==> config.mk <==
export PLATFORM = sky130hd
export DESIGN_NAME = power_sleep_wake_sequencer
export DESIGN_NICKNAME = d
export VERILOG_FILES = /design/src/rtl/psws_pkg.sv /design/src/rtl/power_sleep_wake_sequencer.sv /design/src/rtl/psws_datapath.sv /design/src/rtl/psws_ctrl.sv
export SDC_FILE = /design/constraint.sdc
export NUM_CORES = 1
export LEC_CHECK = 0
export ABC_AREA = 1
export BUFFER_PORTS_ARGS = -buffer_cell sky130_fd_sc_hd__buf_2
export CORE_ASPECT_RATIO = 0.9
export CORE_MARGIN = 10
export CORE_UTILIZATION = 30
export DETAILED_ROUTE_END_ITERATION = 7
export GPL_TIMING_DRIVEN = 0
export PLACE_DENSITY = 0.56
export SYNTH_ARGS = -nofsm -noshare
export SYNTH_HDL_FRONTEND = slang
export SYNTH_HIERARCHICAL = 1
export SYNTH_SLANG_ARGS = --single-unit
==> constraint.sdc <==
create_clock -name clk -period 1.75 [get_ports clk]
set_input_delay 0.35 -clock clk [delete_from_list [all_inputs] [get_ports clk]]
set_output_delay 0.35 -clock clk [all_outputs]
set_load 0.02 [all_outputs]
==> src/rtl/psws_pkg.sv <==
// ----------------------------------------------------------------------------
// psws_pkg
// Types, codes and command tables of the power sleep/wake sequencer.
// ----------------------------------------------------------------------------
package psws_pkg;

    localparam int ADDR_W = 3;
    localparam int DATA_W = 32;
    localparam int IDX_W  = 3;

    localparam logic REG_INIT_ONLINE = 1'b0;
    localparam logic REG_INIT_PHASE  = 1'b1;

    localparam logic [2:0] EVT_SNAPSHOT     = 3'd0;
    localparam logic [2:0] EVT_MANUAL_SLEEP = 3'd1;
    localparam logic [2:0] EVT_LCD_IDLE     = 3'd2;
    localparam logic [2:0] EVT_GPIO_WAKE    = 3'd3;
    localparam logic [2:0] EVT_WAKE_CLASS   = 3'd4;
    localparam logic [2:0] EVT_MAX          = 3'd4;

    localparam logic [2:0] WCLASS_BUTTON2 = 3'd2;
    localparam logic [2:0] WCLASS_MAX     = 3'd4;
    localparam logic [2:0] PHASE_MAX      = 3'd4;
    localparam logic [7:0] ONLINE_MAX     = 8'd1;

    localparam logic [3:0] CMD_STOP_DRAWS  = 4'd0;
    localparam logic [3:0] CMD_WAIT_LCD    = 4'd1;
    localparam logic [3:0] CMD_BL_OFF      = 4'd2;
    localparam logic [3:0] CMD_PANEL_SLEEP = 4'd3;
    localparam logic [3:0] CMD_BLE_STOP    = 4'd4;
    localparam logic [3:0] CMD_ARM_WAKE    = 4'd5;
    localparam logic [3:0] CMD_LOW_POWER   = 4'd6;
    localparam logic [3:0] CMD_ADC         = 4'd7;
    localparam logic [3:0] CMD_EXIT_SLEEP  = 4'd8;
    localparam logic [3:0] CMD_REDRAW      = 4'd9;
    localparam logic [3:0] CMD_BL_ON       = 4'd10;
    localparam logic [3:0] CMD_BLE_START   = 4'd11;

    localparam logic [2:0] RES_NO_CHANGE  = 3'd0;
    localparam logic [2:0] RES_STATUS     = 3'd1;
    localparam logic [2:0] RES_WAIT_LCD   = 3'd2;
    localparam logic [2:0] RES_ASLEEP     = 3'd3;
    localparam logic [2:0] RES_WAIT_CLASS = 3'd4;
    localparam logic [2:0] RES_ACTIVE     = 3'd5;
    localparam logic [2:0] RES_ERROR      = 3'd6;

    typedef enum logic [1:0] {
        MODE_ACTIVE,
        MODE_WAIT_LCD,
        MODE_ASLEEP,
        MODE_WAIT_CLASS
    } psws_mode_t;

    typedef enum logic [2:0] {
        RUN_NONE,
        RUN_SLEEP_START,
        RUN_SLEEP_FINISH,
        RUN_WAKE_ADC,
        RUN_RESUME,
        RUN_BACK_TO_SLEEP
    } psws_run_t;

    typedef struct packed {
        logic             start;
        logic             load;
        logic [IDX_W-1:0] idx;
    } psws_cmd_t;

    typedef struct packed {
        logic last;
    } psws_stat_t;

    function automatic logic [3:0] cmd_of(input psws_run_t run, input logic [IDX_W-1:0] idx);
        logic [3:0] code;
        code = CMD_STOP_DRAWS;
        unique case (run)
            RUN_SLEEP_START:
                code = (idx == 3'd0) ? CMD_STOP_DRAWS : CMD_WAIT_LCD;
            RUN_SLEEP_FINISH:
                unique case (idx)
                    3'd0:    code = CMD_BL_OFF;
                    3'd1:    code = CMD_PANEL_SLEEP;
                    3'd2:    code = CMD_BLE_STOP;
                    3'd3:    code = CMD_ARM_WAKE;
                    default: code = CMD_LOW_POWER;
                endcase
            RUN_WAKE_ADC:
                code = CMD_ADC;
            RUN_RESUME:
                unique case (idx)
                    3'd0:    code = CMD_EXIT_SLEEP;
                    3'd1:    code = CMD_REDRAW;
                    3'd2:    code = CMD_BL_ON;
                    default: code = CMD_BLE_START;
                endcase
            RUN_BACK_TO_SLEEP:
                code = (idx == 3'd0) ? CMD_ARM_WAKE : CMD_LOW_POWER;
            default:
                code = CMD_STOP_DRAWS;
        endcase
        return code;
    endfunction

endpackage

==> src/rtl/power_sleep_wake_sequencer.sv <==
// ----------------------------------------------------------------------------
// power_sleep_wake_sequencer
// Sleep/wake power sequencer: one event in, a run of one to five result
// transactions out, each a power command or a single status answer.
// ----------------------------------------------------------------------------
// Usage:
//   Event channel in_valid/in_ready carries event_kind, wake_class,
//   snap_online and snap_phase. Result channel out_valid/out_ready carries
//   one transaction per power command; last_item marks the end of a run and
//   result_code is valid there. Events that start no run answer with one
//   transaction without a command.
//   APB port: initial_online at 0x0, initial_phase at 0x4; a write also
//   loads the stored snapshot. pready is tied high.
// Timing:
//   An event is accepted and decoded in the idle state, then the run
//   counter gives one result per cycle while the receiver is ready. The
//   state register and then the output register lie between acceptance
//   and the first result. The next event is taken while the last result still
//   sits in the output register.
// Reset: mode active, snapshot and config registers zero, no output.
// Stall: a stalled result holds; the run pauses until it is taken.
// ----------------------------------------------------------------------------
module power_sleep_wake_sequencer (
    input  logic                        clk,
    input  logic                        rst_n,
    input  logic                        psel,
    input  logic                        penable,
    input  logic                        pwrite,
    input  logic [psws_pkg::ADDR_W-1:0] paddr,
    input  logic [psws_pkg::DATA_W-1:0] pwdata,
    output logic [psws_pkg::DATA_W-1:0] prdata,
    output logic                        pready,
    input  logic                        in_valid,
    output logic                        in_ready,
    input  logic [2:0]                  event_kind,
    input  logic [2:0]                  wake_class,
    input  logic [7:0]                  snap_online,
    input  logic [2:0]                  snap_phase,
    output logic                        out_valid,
    input  logic                        out_ready,
    output logic                        has_command,
    output logic [3:0]                  command_code,
    output logic [2:0]                  result_code,
    output logic                        last_item,
    output logic [1:0]                  power_state_view,
    output logic                        online_view,
    output logic [2:0]                  phase_view
);
    import psws_pkg::*;

    psws_cmd_t  cmd;
    psws_stat_t stat;

    assign pready = 1'b1;

    psws_ctrl u_ctrl (
        .clk       (clk),
        .rst_n     (rst_n),
        .in_valid  (in_valid),
        .in_ready  (in_ready),
        .out_valid (out_valid),
        .out_ready (out_ready),
        .cmd       (cmd),
        .stat      (stat)
    );

    psws_datapath u_datapath (
        .clk              (clk),
        .rst_n            (rst_n),
        .psel             (psel),
        .penable          (penable),
        .pwrite           (pwrite),
        .paddr            (paddr),
        .pwdata           (pwdata),
        .prdata           (prdata),
        .event_kind       (event_kind),
        .wake_class       (wake_class),
        .snap_online      (snap_online),
        .snap_phase       (snap_phase),
        .cmd              (cmd),
        .stat             (stat),
        .has_command      (has_command),
        .command_code     (command_code),
        .result_code      (result_code),
        .last_item        (last_item),
        .power_state_view (power_state_view),
        .online_view      (online_view),
        .phase_view       (phase_view)
    );

endmodule

==> src/rtl/psws_datapath.sv <==
// ----------------------------------------------------------------------------
// psws_datapath
// Power mode, charge snapshot and config registers, event decode and the
// result output register.
// ----------------------------------------------------------------------------
module psws_datapath (
    input  logic                        clk,
    input  logic                        rst_n,
    input  logic                        psel,
    input  logic                        penable,
    input  logic                        pwrite,
    input  logic [psws_pkg::ADDR_W-1:0] paddr,
    input  logic [psws_pkg::DATA_W-1:0] pwdata,
    output logic [psws_pkg::DATA_W-1:0] prdata,
    input  logic [2:0]                  event_kind,
    input  logic [2:0]                  wake_class,
    input  logic [7:0]                  snap_online,
    input  logic [2:0]                  snap_phase,
    input  psws_pkg::psws_cmd_t         cmd,
    output psws_pkg::psws_stat_t        stat,
    output logic                        has_command,
    output logic [3:0]                  command_code,
    output logic [2:0]                  result_code,
    output logic                        last_item,
    output logic [1:0]                  power_state_view,
    output logic                        online_view,
    output logic [2:0]                  phase_view
);
    import psws_pkg::*;

    logic              init_online_reg;
    logic [2:0]        init_phase_reg;
    psws_mode_t        mode_reg;
    psws_mode_t        mode_next;
    logic              stored_online_reg;
    logic              stored_online_next;
    logic [2:0]        stored_phase_reg;
    logic [2:0]        stored_phase_next;
    psws_run_t         run_reg;
    psws_run_t         run_next;
    logic [IDX_W-1:0]  len_reg;
    logic [IDX_W-1:0]  len_next;
    logic [2:0]        res_reg;
    logic [2:0]        res_next;
    logic              cfg_wr;
    logic              has_command_reg;
    logic [3:0]        command_code_reg;
    logic [2:0]        result_code_reg;
    logic              last_item_reg;
    logic [1:0]        power_state_view_reg;
    logic              online_view_reg;
    logic [2:0]        phase_view_reg;

    assign cfg_wr = psel && penable && pwrite;

    always_comb
    begin
        if (paddr[2] == REG_INIT_ONLINE)
            prdata = {{(DATA_W-1){1'b0}}, init_online_reg};
        else
            prdata = {{(DATA_W-3){1'b0}}, init_phase_reg};
    end

    always_comb
    begin
        run_next           = RUN_NONE;
        len_next           = IDX_W'(1);
        res_next           = RES_NO_CHANGE;
        mode_next          = mode_reg;
        stored_online_next = stored_online_reg;
        stored_phase_next  = stored_phase_reg;
        priority if (event_kind > EVT_MAX)
            res_next = RES_ERROR;
        else if (event_kind == EVT_WAKE_CLASS && wake_class > WCLASS_MAX)
            res_next = RES_ERROR;
        else if (event_kind == EVT_SNAPSHOT)
        begin
            if (snap_online > ONLINE_MAX || snap_phase > PHASE_MAX)
                res_next = RES_ERROR;
            else if (snap_online[0] == stored_online_reg && snap_phase == stored_phase_reg)
                res_next = RES_NO_CHANGE;
            else
            begin
                stored_online_next = snap_online[0];
                stored_phase_next  = snap_phase;
                res_next           = RES_STATUS;
            end
        end
        else
        begin
            unique case (mode_reg)
                MODE_ACTIVE:
                    if (event_kind == EVT_MANUAL_SLEEP)
                    begin
                        run_next  = RUN_SLEEP_START;
                        len_next  = IDX_W'(2);
                        res_next  = RES_WAIT_LCD;
                        mode_next = MODE_WAIT_LCD;
                    end
                MODE_WAIT_LCD:
                    if (event_kind == EVT_LCD_IDLE)
                    begin
                        run_next  = RUN_SLEEP_FINISH;
                        len_next  = IDX_W'(5);
                        res_next  = RES_ASLEEP;
                        mode_next = MODE_ASLEEP;
                    end
                MODE_ASLEEP:
                    if (event_kind == EVT_GPIO_WAKE)
                    begin
                        run_next  = RUN_WAKE_ADC;
                        len_next  = IDX_W'(1);
                        res_next  = RES_WAIT_CLASS;
                        mode_next = MODE_WAIT_CLASS;
                    end
                MODE_WAIT_CLASS:
                    if (event_kind == EVT_WAKE_CLASS)
                    begin
                        if (wake_class == WCLASS_BUTTON2)
                        begin
                            run_next  = RUN_RESUME;
                            len_next  = IDX_W'(4);
                            res_next  = RES_ACTIVE;
                            mode_next = MODE_ACTIVE;
                        end
                        else
                        begin
                            run_next  = RUN_BACK_TO_SLEEP;
                            len_next  = IDX_W'(2);
                            res_next  = RES_ASLEEP;
                            mode_next = MODE_ASLEEP;
                        end
                    end
                default:
                    mode_next = mode_reg;
            endcase
        end
    end

    always_ff @(posedge clk or negedge rst_n)
    begin
        if (!rst_n)
        begin
            init_online_reg   <= 1'b0;
            init_phase_reg    <= 3'd0;
            mode_reg          <= MODE_ACTIVE;
            stored_online_reg <= 1'b0;
            stored_phase_reg  <= 3'd0;
        end
        else if (cfg_wr)
        begin
            if (paddr[2] == REG_INIT_ONLINE)
            begin
                init_online_reg   <= pwdata[0];
                stored_online_reg <= pwdata[0];
            end
            else if (pwdata[2:0] <= PHASE_MAX)
            begin
                init_phase_reg   <= pwdata[2:0];
                stored_phase_reg <= pwdata[2:0];
            end
        end
        else if (cmd.start)
        begin
            mode_reg          <= mode_next;
            stored_online_reg <= stored_online_next;
            stored_phase_reg  <= stored_phase_next;
        end
    end

    always_ff @(posedge clk)
    begin
        if (cmd.start)
        begin
            run_reg <= run_next;
            len_reg <= len_next;
            res_reg <= res_next;
        end
    end

    assign stat.last = (cmd.idx == len_reg - IDX_W'(1));

    always_ff @(posedge clk)
    begin
        if (cmd.load)
        begin
            has_command_reg      <= (run_reg != RUN_NONE);
            command_code_reg     <= cmd_of(run_reg, cmd.idx);
            result_code_reg      <= stat.last ? res_reg : RES_NO_CHANGE;
            last_item_reg        <= stat.last;
            power_state_view_reg <= mode_reg;
            online_view_reg      <= stored_online_reg;
            phase_view_reg       <= stored_phase_reg;
        end
    end

    assign has_command      = has_command_reg;
    assign command_code     = command_code_reg;
    assign result_code      = result_code_reg;
    assign last_item        = last_item_reg;
    assign power_state_view = power_state_view_reg;
    assign online_view      = online_view_reg;
    assign phase_view       = phase_view_reg;

endmodule

==> src/rtl/psws_ctrl.sv <==
// ----------------------------------------------------------------------------
// psws_ctrl
// Event handshake and command run sequencer: steps the item index and
// drives the output valid register.
// ----------------------------------------------------------------------------
module psws_ctrl (
    input  logic                 clk,
    input  logic                 rst_n,
    input  logic                 in_valid,
    output logic                 in_ready,
    output logic                 out_valid,
    input  logic                 out_ready,
    output psws_pkg::psws_cmd_t  cmd,
    input  psws_pkg::psws_stat_t stat
);
    import psws_pkg::*;

    typedef enum logic {
        S_IDLE,
        S_EMIT
    } state_t;

    state_t           state_reg;
    state_t           state_next;
    logic [IDX_W-1:0] idx_reg;
    logic [IDX_W-1:0] idx_next;
    logic             out_valid_reg;
    logic             out_valid_next;
    logic             start;
    logic             load;

    assign start = in_valid && (state_reg == S_IDLE);
    assign load  = (state_reg == S_EMIT) && (!out_valid_reg || out_ready);

    always_comb
    begin
        state_next     = state_reg;
        idx_next       = idx_reg;
        out_valid_next = out_valid_reg && !out_ready;
        unique case (state_reg)
            S_IDLE:
                if (start)
                begin
                    state_next = S_EMIT;
                    idx_next   = '0;
                end
            S_EMIT:
                if (load)
                begin
                    out_valid_next = 1'b1;
                    idx_next       = idx_reg + IDX_W'(1);
                    if (stat.last)
                        state_next = S_IDLE;
                end
            default:
                state_next = S_IDLE;
        endcase
    end

    always_ff @(posedge clk or negedge rst_n)
    begin
        if (!rst_n)
        begin
            state_reg     <= S_IDLE;
            idx_reg       <= '0;
            out_valid_reg <= 1'b0;
        end
        else
        begin
            state_reg     <= state_next;
            idx_reg       <= idx_next;
            out_valid_reg <= out_valid_next;
        end
    end

    assign in_ready  = (state_reg == S_IDLE);
    assign out_valid = out_valid_reg;
    assign cmd.start = start;
    assign cmd.load  = load;
    assign cmd.idx   = idx_reg;

endmodule

* Yosys cells after proc, flatten, opt, wreduce, memory -nomap -nowiden *
Index checks and enable logic that the tools add are counted.

word-level totals
  word-level logic and storage cells = 146
  input bits = 59
  output and inout bits = 50
  register bits = 39

operators by class
  bitwise logic cells = 6
  eq/ne operators = 32
  multiplexer cells = 58
  add/subtract/negate cells = 2
  reductions and logical operators = 25
  order comparisons = 5

operators by type and width
  operator                                                       count
  2-to-1 mux 3 bit                                               21
  case mux 3 bit (4 select lines)                                4
  2-to-1 mux 2 bit                                               11
  equality test 3 x 2 -> 1 bit, second input constant            7
  case mux 4 bit (5 select lines)                                1
  != test 2 x 1 -> 1 bit, second input constant                  9
  2-to-1 mux 1 bit                                               17
  equality test 3 x 1 -> 1 bit, second input constant            3
  equality test 3 bit, second input constant                     3
  greater-than comparator 3 bit, second input constant           3
  AND reduction 9 bit                                            1
  greater-than comparator 8 x 1 -> 1 bit, second input constant  1
  != test 2 bit, second input constant                           4
  case mux 2 bit (4 select lines)                                1
  AND reduction 8 bit                                            1
  logical AND 1 bit                                              7
  AND reduction 7 bit                                            1
  equality test 3 bit                                            2
  zero test 3 bit                                                2
  NOT 1 bit                                                      6
  case mux 2 bit (3 select lines)                                1
  case mux 3 bit (2 select lines)                                1
  equality test 2 bit, second input constant                     2
  AND reduction 2 bit                                            2
  14 further kinds                                               17

* Depth between registers and ports, before layout *
Gate-level depths: netlist of run 1.

  word-level depth = 9
  mapped depth = 9
  gate-level depth less buffers = 9

* Modules after synthesis *
The synthesis of run 1 kept the hierarchy.

modules (own cells, without submodules)
  module                      sequential area each (sq um)  cells an instance  times used  area an instance (sq um)
  psws_datapath               970.9                         263                1           2132.0
  psws_ctrl                   125.1                         34                 1           270.3
  power_sleep_wake_sequencer  0.0                           2                  1           11.3

* Worst setup path after synthesis of run 1 *
Ideal clock, no wire load.

  path kind = register to register
  from = register u_ctrl.state_reg
  to = register u_datapath.stored_phase_reg[2]
  data required time = 1633 ps
  arrival = 1375 ps
  buffers on the path = 1
  library setup time = 117 ps
  cell stages (with the launch flop) = 10
  period minus slack after synthesis = 1493 ps
  slack = 257 ps
  path through = dfrtp_1 > inv_2 > nand2_1 > inv_1 > buf_4 > inv_1 > o21ai_4 > nand4_2 > nand2_1 > nand2_1

between the ends
  longest elaborated chain between the ends = 4

RTL lines
  what                           RTL line                          source
  from (decl)                    psws_ctrl.sv:23                   state_t state_reg;
  from (signal assigned)         psws_ctrl.sv:70                   state_reg <= state_next;
  NOT 1 bit                      --
  named net in_ready             power_sleep_wake_sequencer.sv:34  output logic in_ready,
  logical AND 1 bit              psws_ctrl.sv:32                   assign start = in_valid && (state_reg == S_IDLE);
  named net u_ctrl.start         psws_ctrl.sv:29                   logic start;
  nonzero test 2 bit (no line)   --
  AND reduction 8 bit (no line)  --
  to (signal assigned)           psws_datapath.sv:160              stored_phase_reg <= pwdata[2:0];
  to (signal assigned)           psws_datapath.sv:167              stored_phase_reg <= stored_phase_next;
  to (decl)                      psws_datapath.sv:37               logic [2:0] stored_phase_reg;

The timed path passes the listed nets, and every way through them passes these cells.
A chain may end at the register's enable or synchronous reset.

* Worst setup path in the final report of run 1 *
  from = register u_ctrl.state_reg
  to = register u_datapath.stored_phase_reg[1]

between the ends
  longest elaborated chain between the ends = 4

RTL lines
  what                           RTL line
  NOT 1 bit                      psws_ctrl.sv:32
  logical AND 1 bit              psws_ctrl.sv:32
  named net u_ctrl.start         psws_ctrl.sv:29
  nonzero test 2 bit (no line)   --
  AND reduction 8 bit (no line)  --

The timed path passes the listed nets, and every way through them passes these cells.

==> results of run 1 <==
==> cell usage after synthesis, types with 2 or more instances <==
library cell	n	area, sq um
o21ai_0	14	70.1
nand3b_1	2	15.0
o211ai_1	3	22.5
nand2_2	3	18.8
nand2_1	73	274
edfxtp_1	24	721
inv_2	2	7.51
a21oi_1	5	25.0
inv_1	48	180
ha_1	2	25.0
a21oi_4	2	32.5
nand3_1	20	100
xor2_1	2	17.5
nor2_2	2	12.5
conb_1	2	7.51
nand4_1	4	25.0
dfrtp_1	15	375
nor2_1	27	101
o21a_1	2	15.0
xnor2_1	2	17.5
buf_4	32	240
==> path summary, 6_finish.rpt <==
path / end / startpoint / slack [ns]
max: u_datapath/stored_phase_reg[1] / u_ctrl/state_reg / 0.13
min: u_datapath/init_phase_reg[2] / paddr[2] / 0.34
max reg2reg: u_datapath/stored_phase_reg[1] / u_ctrl/state_reg / 0.13
min reg2reg: u_datapath/init_online_reg / u_datapath/init_online_reg / 0.50
max in group asynchronous: u_datapath/stored_phase_reg[1] / rst_n / 0.96
min in group asynchronous: u_datapath/init_phase_reg[1] / rst_n / 0.50
==> metrics by stage <==
stage / total power [mW] / setup slack, ns
2_1_floorplan: 2.36 / 0.257
3_3_place_gp: 2.70 / 0.185
3_5_place_dp: 2.72 / 0.152
4_1_cts: 3.49 / 0.131
5_1_grt: 3.69 / 0.0164
6_report: 3.43 / 0.128
==> where the power goes <==
part	switching [mW]	internal (mW)	leakage, nW
registers	0.154	1.30	0.420
clock network	0.328	0.424	0.0581
logic	0.794	0.427	1.09
total	1.28	2.15	1.57
==> metal layers <==
layer,up-vias,wire [microns]
li1,1052,-
met1,869,2370
met2,67,2340
met3,7,536
met4,0,51
met5,-,0
==> cells by family (layout without fill, tap and decap cells) <==
logic type               count (synthesis)  count (layout)  synth area share
AND/OR/NAND/NOR                        138             138             0.252
buffers and inverters                   83             139             0.179
flip-flops                              39              39             0.454
AO/OA/AOI/OAI                           31              31            0.0861
XOR/XNOR                                 4               4            0.0145
adder cells (fa/ha/maj)                  2               2            0.0104
other                                    2              30           0.00311
==> area by class of cell <==
type / count / share of cell area
multi-input cells: 205 / 0.330
well taps: 96 / 0.0401
inverters: 50 / 0.0626
plain buffers: 33 / 0.0818
repair buffers: 48 / 0.0818
clock inverters: 3 / 0.0146
clock buffers: 5 / 0.0230
flip-flops and latches: 39 / 0.366
==> what timing repair did <==
action	CTS	global route
hold buffers	1	0
hold endpoints to repair	15	0
resized for setup	0	0
==> flow_summary.ini, run 1 <==
[status]
status = complete, no violations

[finish]
mostFrequentLayoutCell = nand2_1
diodes = 0
nets = 443
fillers = 782
largest_reg_flops = 4
regArea_sq_mm = 0.00110
drive_above_1_share = 0.269
multiInputGateArea_sq_um = 990
finalCoreUtilization = 0.389
stdcell_area_sq_mm = 0.00300
final_cell_mix = 73 x nand2_1, 48 x buf_2, 48 x inv_1
synthToLayoutAreaGrowth_pct = 24.2
final_cells = 479

[power_and_ir_drop]
p_leak_nw = 1.57
vdd_drop_max_v = 0.000386
p_per_area_mw_per_mm2 = 1140

[critical_path]
path_depth = 9
cpMaxStageDelayCell = dfrtp_1
reg2reg_depth = 9
required_ns = 1.93
path_common_cell = nand2_1
crit_chain = inv_2 -> nand2_1 -> inv_1 -> buf_4 -> inv_1 -> o21ai_4 -> nand4_2 -> nand2_1 -> nand2_1
cp.arrival_ns = 1.80
worstPathMaxFanout = 12
crit_path_start_kind = register
crit_buf_inv = 4
path_delay_family = buffers and inverters
path_class = reg2reg
slowest_delay_ns = 0.41
end_kind = register

[timing]
setup_viol = 0
grt_setup_unrepaired = no
hold_viol = 0
fmax_mhz = 617
period_needed_ns = 1.62
setup-tns-final_ns = 0
post-route-period-util = 0.927
slew_viol_final = 0
skew_ns = 0.00738
hold_slack_ns = 0.341

[global_routing]
grt_util_met3 = 0.0452
use_met1 = 0.103
met2_usage = 0.138
grt_usage = 0.0884
busiest_layer = met2
grt_max_degree = 16
antenna_found_initial = 0
grt_pass1_wl_mm = 8.98
gr-total-overflow = 0
first_global_vias = 2056

[clock_network]
postCtsSetupBuffers = 0
cts_buffer_depth = 2
cts_sinks = 39
cts_tree = yes
htree_levels = 2
clockRootBuffer = clkbuf_8
numCtsBuffers = 5
cts.clk_slew.worst_paths_ns = 0.08
insertion_delay_ns = 0.29

[floorplanning]
start_util = 0.314
dieHeight_microns = 105
die-area_sq_mm = 0.0120
die_w_microns = 115
ios = 109
coreArea_sq_mm = 0.00769
rows = 30

[route]
ant_nets = 0
wirelength_mm = 5.30
drc_errors = 0
drt_iter0_drc = 56
wl_per_cell_microns = 11.1
via_per_inst = 4.16
vias = 1995
first_pass_iters = 4

[logic_synthesis]
ys.flop_type = edfxtp_1
netlist_area_sq_mm = 0.00241
yosysUniqueCellTypes = 34
netlist_instances = 299
synth_edf_count = 24
ys_seq_elements = 39
synth-seq-area-share = 0.454
async_reset_ff_frac = 0.385
syn_area_per_cell_sq_um = 8.07
yosys_warnings = 6

[job]
maxCapViolCount = 0

[min_path]
hold_path_class = in2reg
min_path_cells = 2

[placed_design]
dp_cells = 470
routabilityCongestion = 0.870
place_area_sq_mm = 0.00287
dpl.hpwl_mm = 4.43
io_buffers = 47
Note: power is estimated with default switching activity, not from simulation.
==> inputs of run 2 (changes only) <==
SETUP_SLACK_MARGIN = 0.15   (was not set)
==> run 2 against run 1 <==
Against the previous run: sequential cell count unchanged; utilization increased by 0.57 points; total power increased by 1.3%; register-to-register slack improved by 0.11 ns; hold slack about the same; wire length increased by 1.3%; fmax increased by 7.1%; first-iteration DRC count decreased by 13%; die area unchanged; final cell count increased by 1.0%; non-clock buffer count increased by 5; critical path type unchanged; critical endpoint unchanged; largest cell class unchanged.
==> flow_summary.ini, run 2 (synthesized netlist as in run 1, its figures left out) <==
[clock_network]
cts_tree = yes
cts_sinks = 39
cts_buffer_depth = 2
cts.clk_slew.worst_paths_ns = 0.08
clockRootBuffer = clkbuf_8
insertion_delay_ns = 0.29
htree_levels = 2
numCtsBuffers = 5

[route]
wirelength_mm = 5.36
via_per_inst = 4.17
routed-wl-met2_mm = 2.36
drt-met1-wl_mm = 2.39
first_pass_iters = 4
drc_errors = 0
drt_iter0_drc = 49
top_layer = met4
ant_nets = 0
vias = 2016
wl_met3_microns = 543
wl_per_cell_microns = 11.1

[floorplanning]
coreArea_sq_mm = 0.00769
die-area_sq_mm = 0.0120
die_w_microns = 115
ios = 109
start_util = 0.314
dieHeight_microns = 105
rows = 30

[critical_path]
path_common_cell = nand2_1
cpMaxStageDelayCell = dfrtp_1
required_ns = 1.93
cp.arrival_ns = 1.69
crit_path_start_kind = register
end_kind = register
worstPathMaxFanout = 6
crit_chain = inv_2 -> nand2_1 -> inv_1 -> buf_6 -> inv_1 -> o21ai_4 -> nand4_2 -> nand2_1 -> nand2_1
r2r_slack_ns = 0.24
path_class = reg2reg
path_delay_family = simple AND/OR/NAND/NOR gates
slowest_delay_ns = 0.41
crit_buf_inv = 4

[job]
maxCapViolCount = 0

[power_and_ir_drop]
p_per_area_mw_per_mm2 = 1140
vdd_drop_max_v = 0.000386
p_leak_nw = 1.60

[placed_design]
dpl.hpwl_mm = 4.43
io_buffers = 47
routabilityCongestion = 0.870

[finish]
fillers = 773
nets = 448
final_cell_mix = 73 x nand2_1, 48 x buf_2, 48 x inv_1
drive_above_1_share = 0.281
largest_reg_flops = 4
mostFrequentLayoutCell = nand2_1
synthToLayoutAreaGrowth_pct = 26.0
diodes = 0

[global_routing]
grt_usage = 0.0884
gr-total-overflow = 0
grt_max_degree = 16
first_global_vias = 2053
antenna_found_initial = 0
grt_pass1_wl_mm = 8.98

[min_path]
hold_path_class = in2reg

[timing]
post-route-period-util = 0.865
skew_ns = 0.00815
fmax_mhz = 661
slew_viol_final = 0
period_needed_ns = 1.51
hold_viol = 0
setup_viol = 0
hold_slack_ns = 0.341
setup-tns-final_ns = 0
grt_setup_unrepaired = no

[status]
status = complete, no violations
-- run 2: path summary, 6_finish.rpt --
kind | from | endpoint | depth (start not counted)
hold reg to reg | u_datapath/init_online_reg | u_datapath/init_online_reg | 2
max in group asynchronous | rst_n | u_datapath/stored_phase_reg[1] | 2
min in group asynchronous | rst_n | u_datapath/init_phase_reg[1] | 2
setup / recovery | u_ctrl/state_reg | u_datapath/stored_phase_reg[1] | 9
hold / removal | paddr[2] | u_datapath/init_phase_reg[2] | 2
setup reg to reg | u_ctrl/state_reg | u_datapath/stored_phase_reg[1] | 9
-- run 2: power breakdown --
part | switching (mW) | internal (mW) | total (mW)
clock network | 0.327 | 0.424 | 0.751
logic | 0.808 | 0.458 | 1.27
registers | 0.153 | 1.30 | 1.45
total | 1.29 | 2.18 | 3.47
-- run 2: final cells by class --
type | instances | area [sq um] | share of cell area
Sequential cell | 39 | 1100 | 0.360
Buffer | 33 | 249 | 0.0819
Clock buffer | 5 | 68.8 | 0.0226
Tap cell | 96 | 120 | 0.0395
Clock inverter | 3 | 43.8 | 0.0144
Inverter | 50 | 188 | 0.0617
Multi-Input combinational cell | 205 | 992 | 0.326
Timing Repair Buffer | 53 | 283 | 0.0930
-- run 2: routing by layer --
layer,global-route usage,up-vias
li1,-,1065
met1,0.103,873
met2,0.138,69
met3,0.0452,9
met4,0.0242,0
met5,0,-
-- run 2: through the flow --
stage          cells  utilization  setup WS, ns  area (sq um)  power (mW)
2_1_floorplan    327            -         0.257          2520        2.36
3_3_place_gp     470        0.373         0.185          2870        2.70
3_5_place_dp     470        0.373         0.152          2870        2.72
4_1_cts          479        0.390         0.168          3000        3.49
5_1_grt          484        0.395         0.167          3040        3.74
6_report         484        0.395         0.236          3040        3.47
-- run 2: timing repair --
action / in CTS / in global routing
endpoints found under the setup margin: 3 / 8
cloned: 0 / 0
hold buffers: 1 / 0
pin swaps: 0 / 1
gates resized for setup: 1 / 1
hold endpoints to repair: 15 / 0
buffers inserted: 0 / 5
==> inputs of run 3 (changes only) <==
CTS_CLUSTER_DIAMETER = 120   (was not set)
REMOVE_ABC_BUFFERS = 1   (was not set)
==> run 3 against run 2 <==
Against the previous run: die area did not move; combinational power fell by 5%; sequential share of layout area rose by 3.6 points; critical path depth fell by 2; first-iteration DRC count rose by 18%; final cell count fell by 7.2%; global-route usage fell by 0.23 points; largest power group unchanged.
==> flow_summary.ini, run 3 (synthesized netlist as in run 1, its figures left out) <==
[critical_path]
worstReg2RegStart = u_datapath/len_reg[0]
r2r_slack_ns = 0.25
worstReg2RegEnd = u_datapath/result_code[1]
worstPathMaxFanout = 3
reg2reg_depth = 7
required_ns = 1.81
crit_path_start_kind = register
end_kind = register
cp.arrival_ns = 1.55
path_class = reg2reg

[finish]
nets = 413
largest_reg_flops = 4
diodes = 0
final_cells = 449
drive_above_1_share = 0.215
final_cell_mix = 72 x nand2_1, 47 x buf_2, 47 x inv_1
finalCoreUtilization = 0.359
mostFrequentLayoutCell = nand2_1
synthToLayoutAreaGrowth_pct = 14.5

[route]
via_per_inst = 4.22
drc_errors = 0
vias = 1896
first_pass_iters = 4
ant_nets = 0
wirelength_mm = 5.36
wl_per_cell_microns = 11.9
drt_iter0_drc = 58

[global_routing]
antenna_found_initial = 0
grt_usage = 0.0861
first_global_vias = 1933
gr-total-overflow = 0
grt_max_degree = 19
grt_pass1_wl_mm = 8.65

[floorplanning]
dieHeight_microns = 105
die_w_microns = 115
die-area_sq_mm = 0.0120
rows = 30
start_util = 0.314
ios = 109
coreArea_sq_mm = 0.00769

[clock_network]
cts_buffer_depth = 2
cts_tree = yes
cts.clk_slew.worst_paths_ns = 0.08
htree_levels = 2
insertion_delay_ns = 0.29
cts_sinks = 39
clockRootBuffer = clkbuf_8
numCtsBuffers = 5

[min_path]
hold_end = u_datapath/init_online_reg
hold_path_class = in2reg
hold_start = pwdata[0]
min_path_cells = 3

[timing]
skew_ns = 0.00313
hold_slack_ns = 0.348
timing.slew.headroom = 0.625
grt_setup_unrepaired = no
fmax_mhz = 669
tightest_slew_ns = 0.561
hold_viol = 0
setup_viol = 0
slew_viol_final = 0
post-route-period-util = 0.854
period_needed_ns = 1.50
setup_slack_ns = 0.255

[status]
status = complete, no violations

[power_and_ir_drop]
vdd_drop_max_v = 0.000367
p_total_mw = 3.28
p_leak_nw = 1.38
p_per_area_mw_per_mm2 = 1190

[placed_design]
dpl.hpwl_mm = 4.30
dp_cells = 437
routabilityCongestion = 0.823
post-place-ws_ns = -0.0801
io_buffers = 47

[job]
maxCapViolCount = 0
==> run 3: timing repair <==
action                                  CTS  global route
endpoints found under the setup margin    6             8
setup buffers                             2             1
gates resized for setup                   1             3
endpoints found under the hold margin    15             0
hold buffers                              1             0
pin swaps                                 0             2
==> run 3: worst max-delay path by stage <==
stage | start | to | slack, ns | cells after the start
after detailed placement | u_ctrl/state_reg | u_datapath/stored_phase_reg[0] | -0.08 | 8
after global routing | u_ctrl/state_reg | u_datapath/stored_phase_reg[0] | 0.16 | 8
after CTS | u_datapath/len_reg[0] | u_datapath/result_code[1] | 0.19 | 8
after floorplan | u_ctrl/state_reg | u_datapath/stored_phase_reg[1] | 0.15 | 8
after global placement | u_ctrl/state_reg | u_datapath/stored_phase_reg[2] | -0.05 | 8
final | u_datapath/len_reg[0] | u_datapath/result_code[1] | 0.25 | 7
==> run 3: routing by layer <==
metal / wire length [microns] / global-route usage
met1: 2620 / 0.109
met2: 2240 / 0.126
met3: 440 / 0.0412
met4: 52 / 0.0242
met5: 0 / 0
==> run 3: critical path: stages (launching register included) <==
cell and delay [ns]:
edfxtp_1 0.35, inv_1 0.05, ha_1 0.21, xnor2_1 0.18
xor2_1 0.26, nor2_4 0.07, inv_1 0.09, nor2_1 0.05
==> run 3: report_power, final <==
group	leakage, nW	internal [mW]	switching (mW)
logic	0.923	0.389	0.817
clock network	0.0402	0.277	0.327
registers	0.420	1.30	0.163
==> run 3: layout make-up <==
cell class | instances | area [sq um]
inverter | 50 | 191
clock inverter | 3 | 20.0
tap | 96 | 120
fill | 797 | 4930
sequential | 39 | 1100
timing repair buffer | 51 | 268
multi-input combinational | 205 | 1000
clock buffer | 5 | 68.8
==> run 3: per-stage QoR <==
step | setup TNS [ns] | instance area [sq um]
after floorplan | 0 | 2270
after global placement | -0.138 | 2630
after detailed placement | -0.233 | 2630
after CTS | 0 | 2750
after global routing | 0 | 2760
final | 0 | 2760
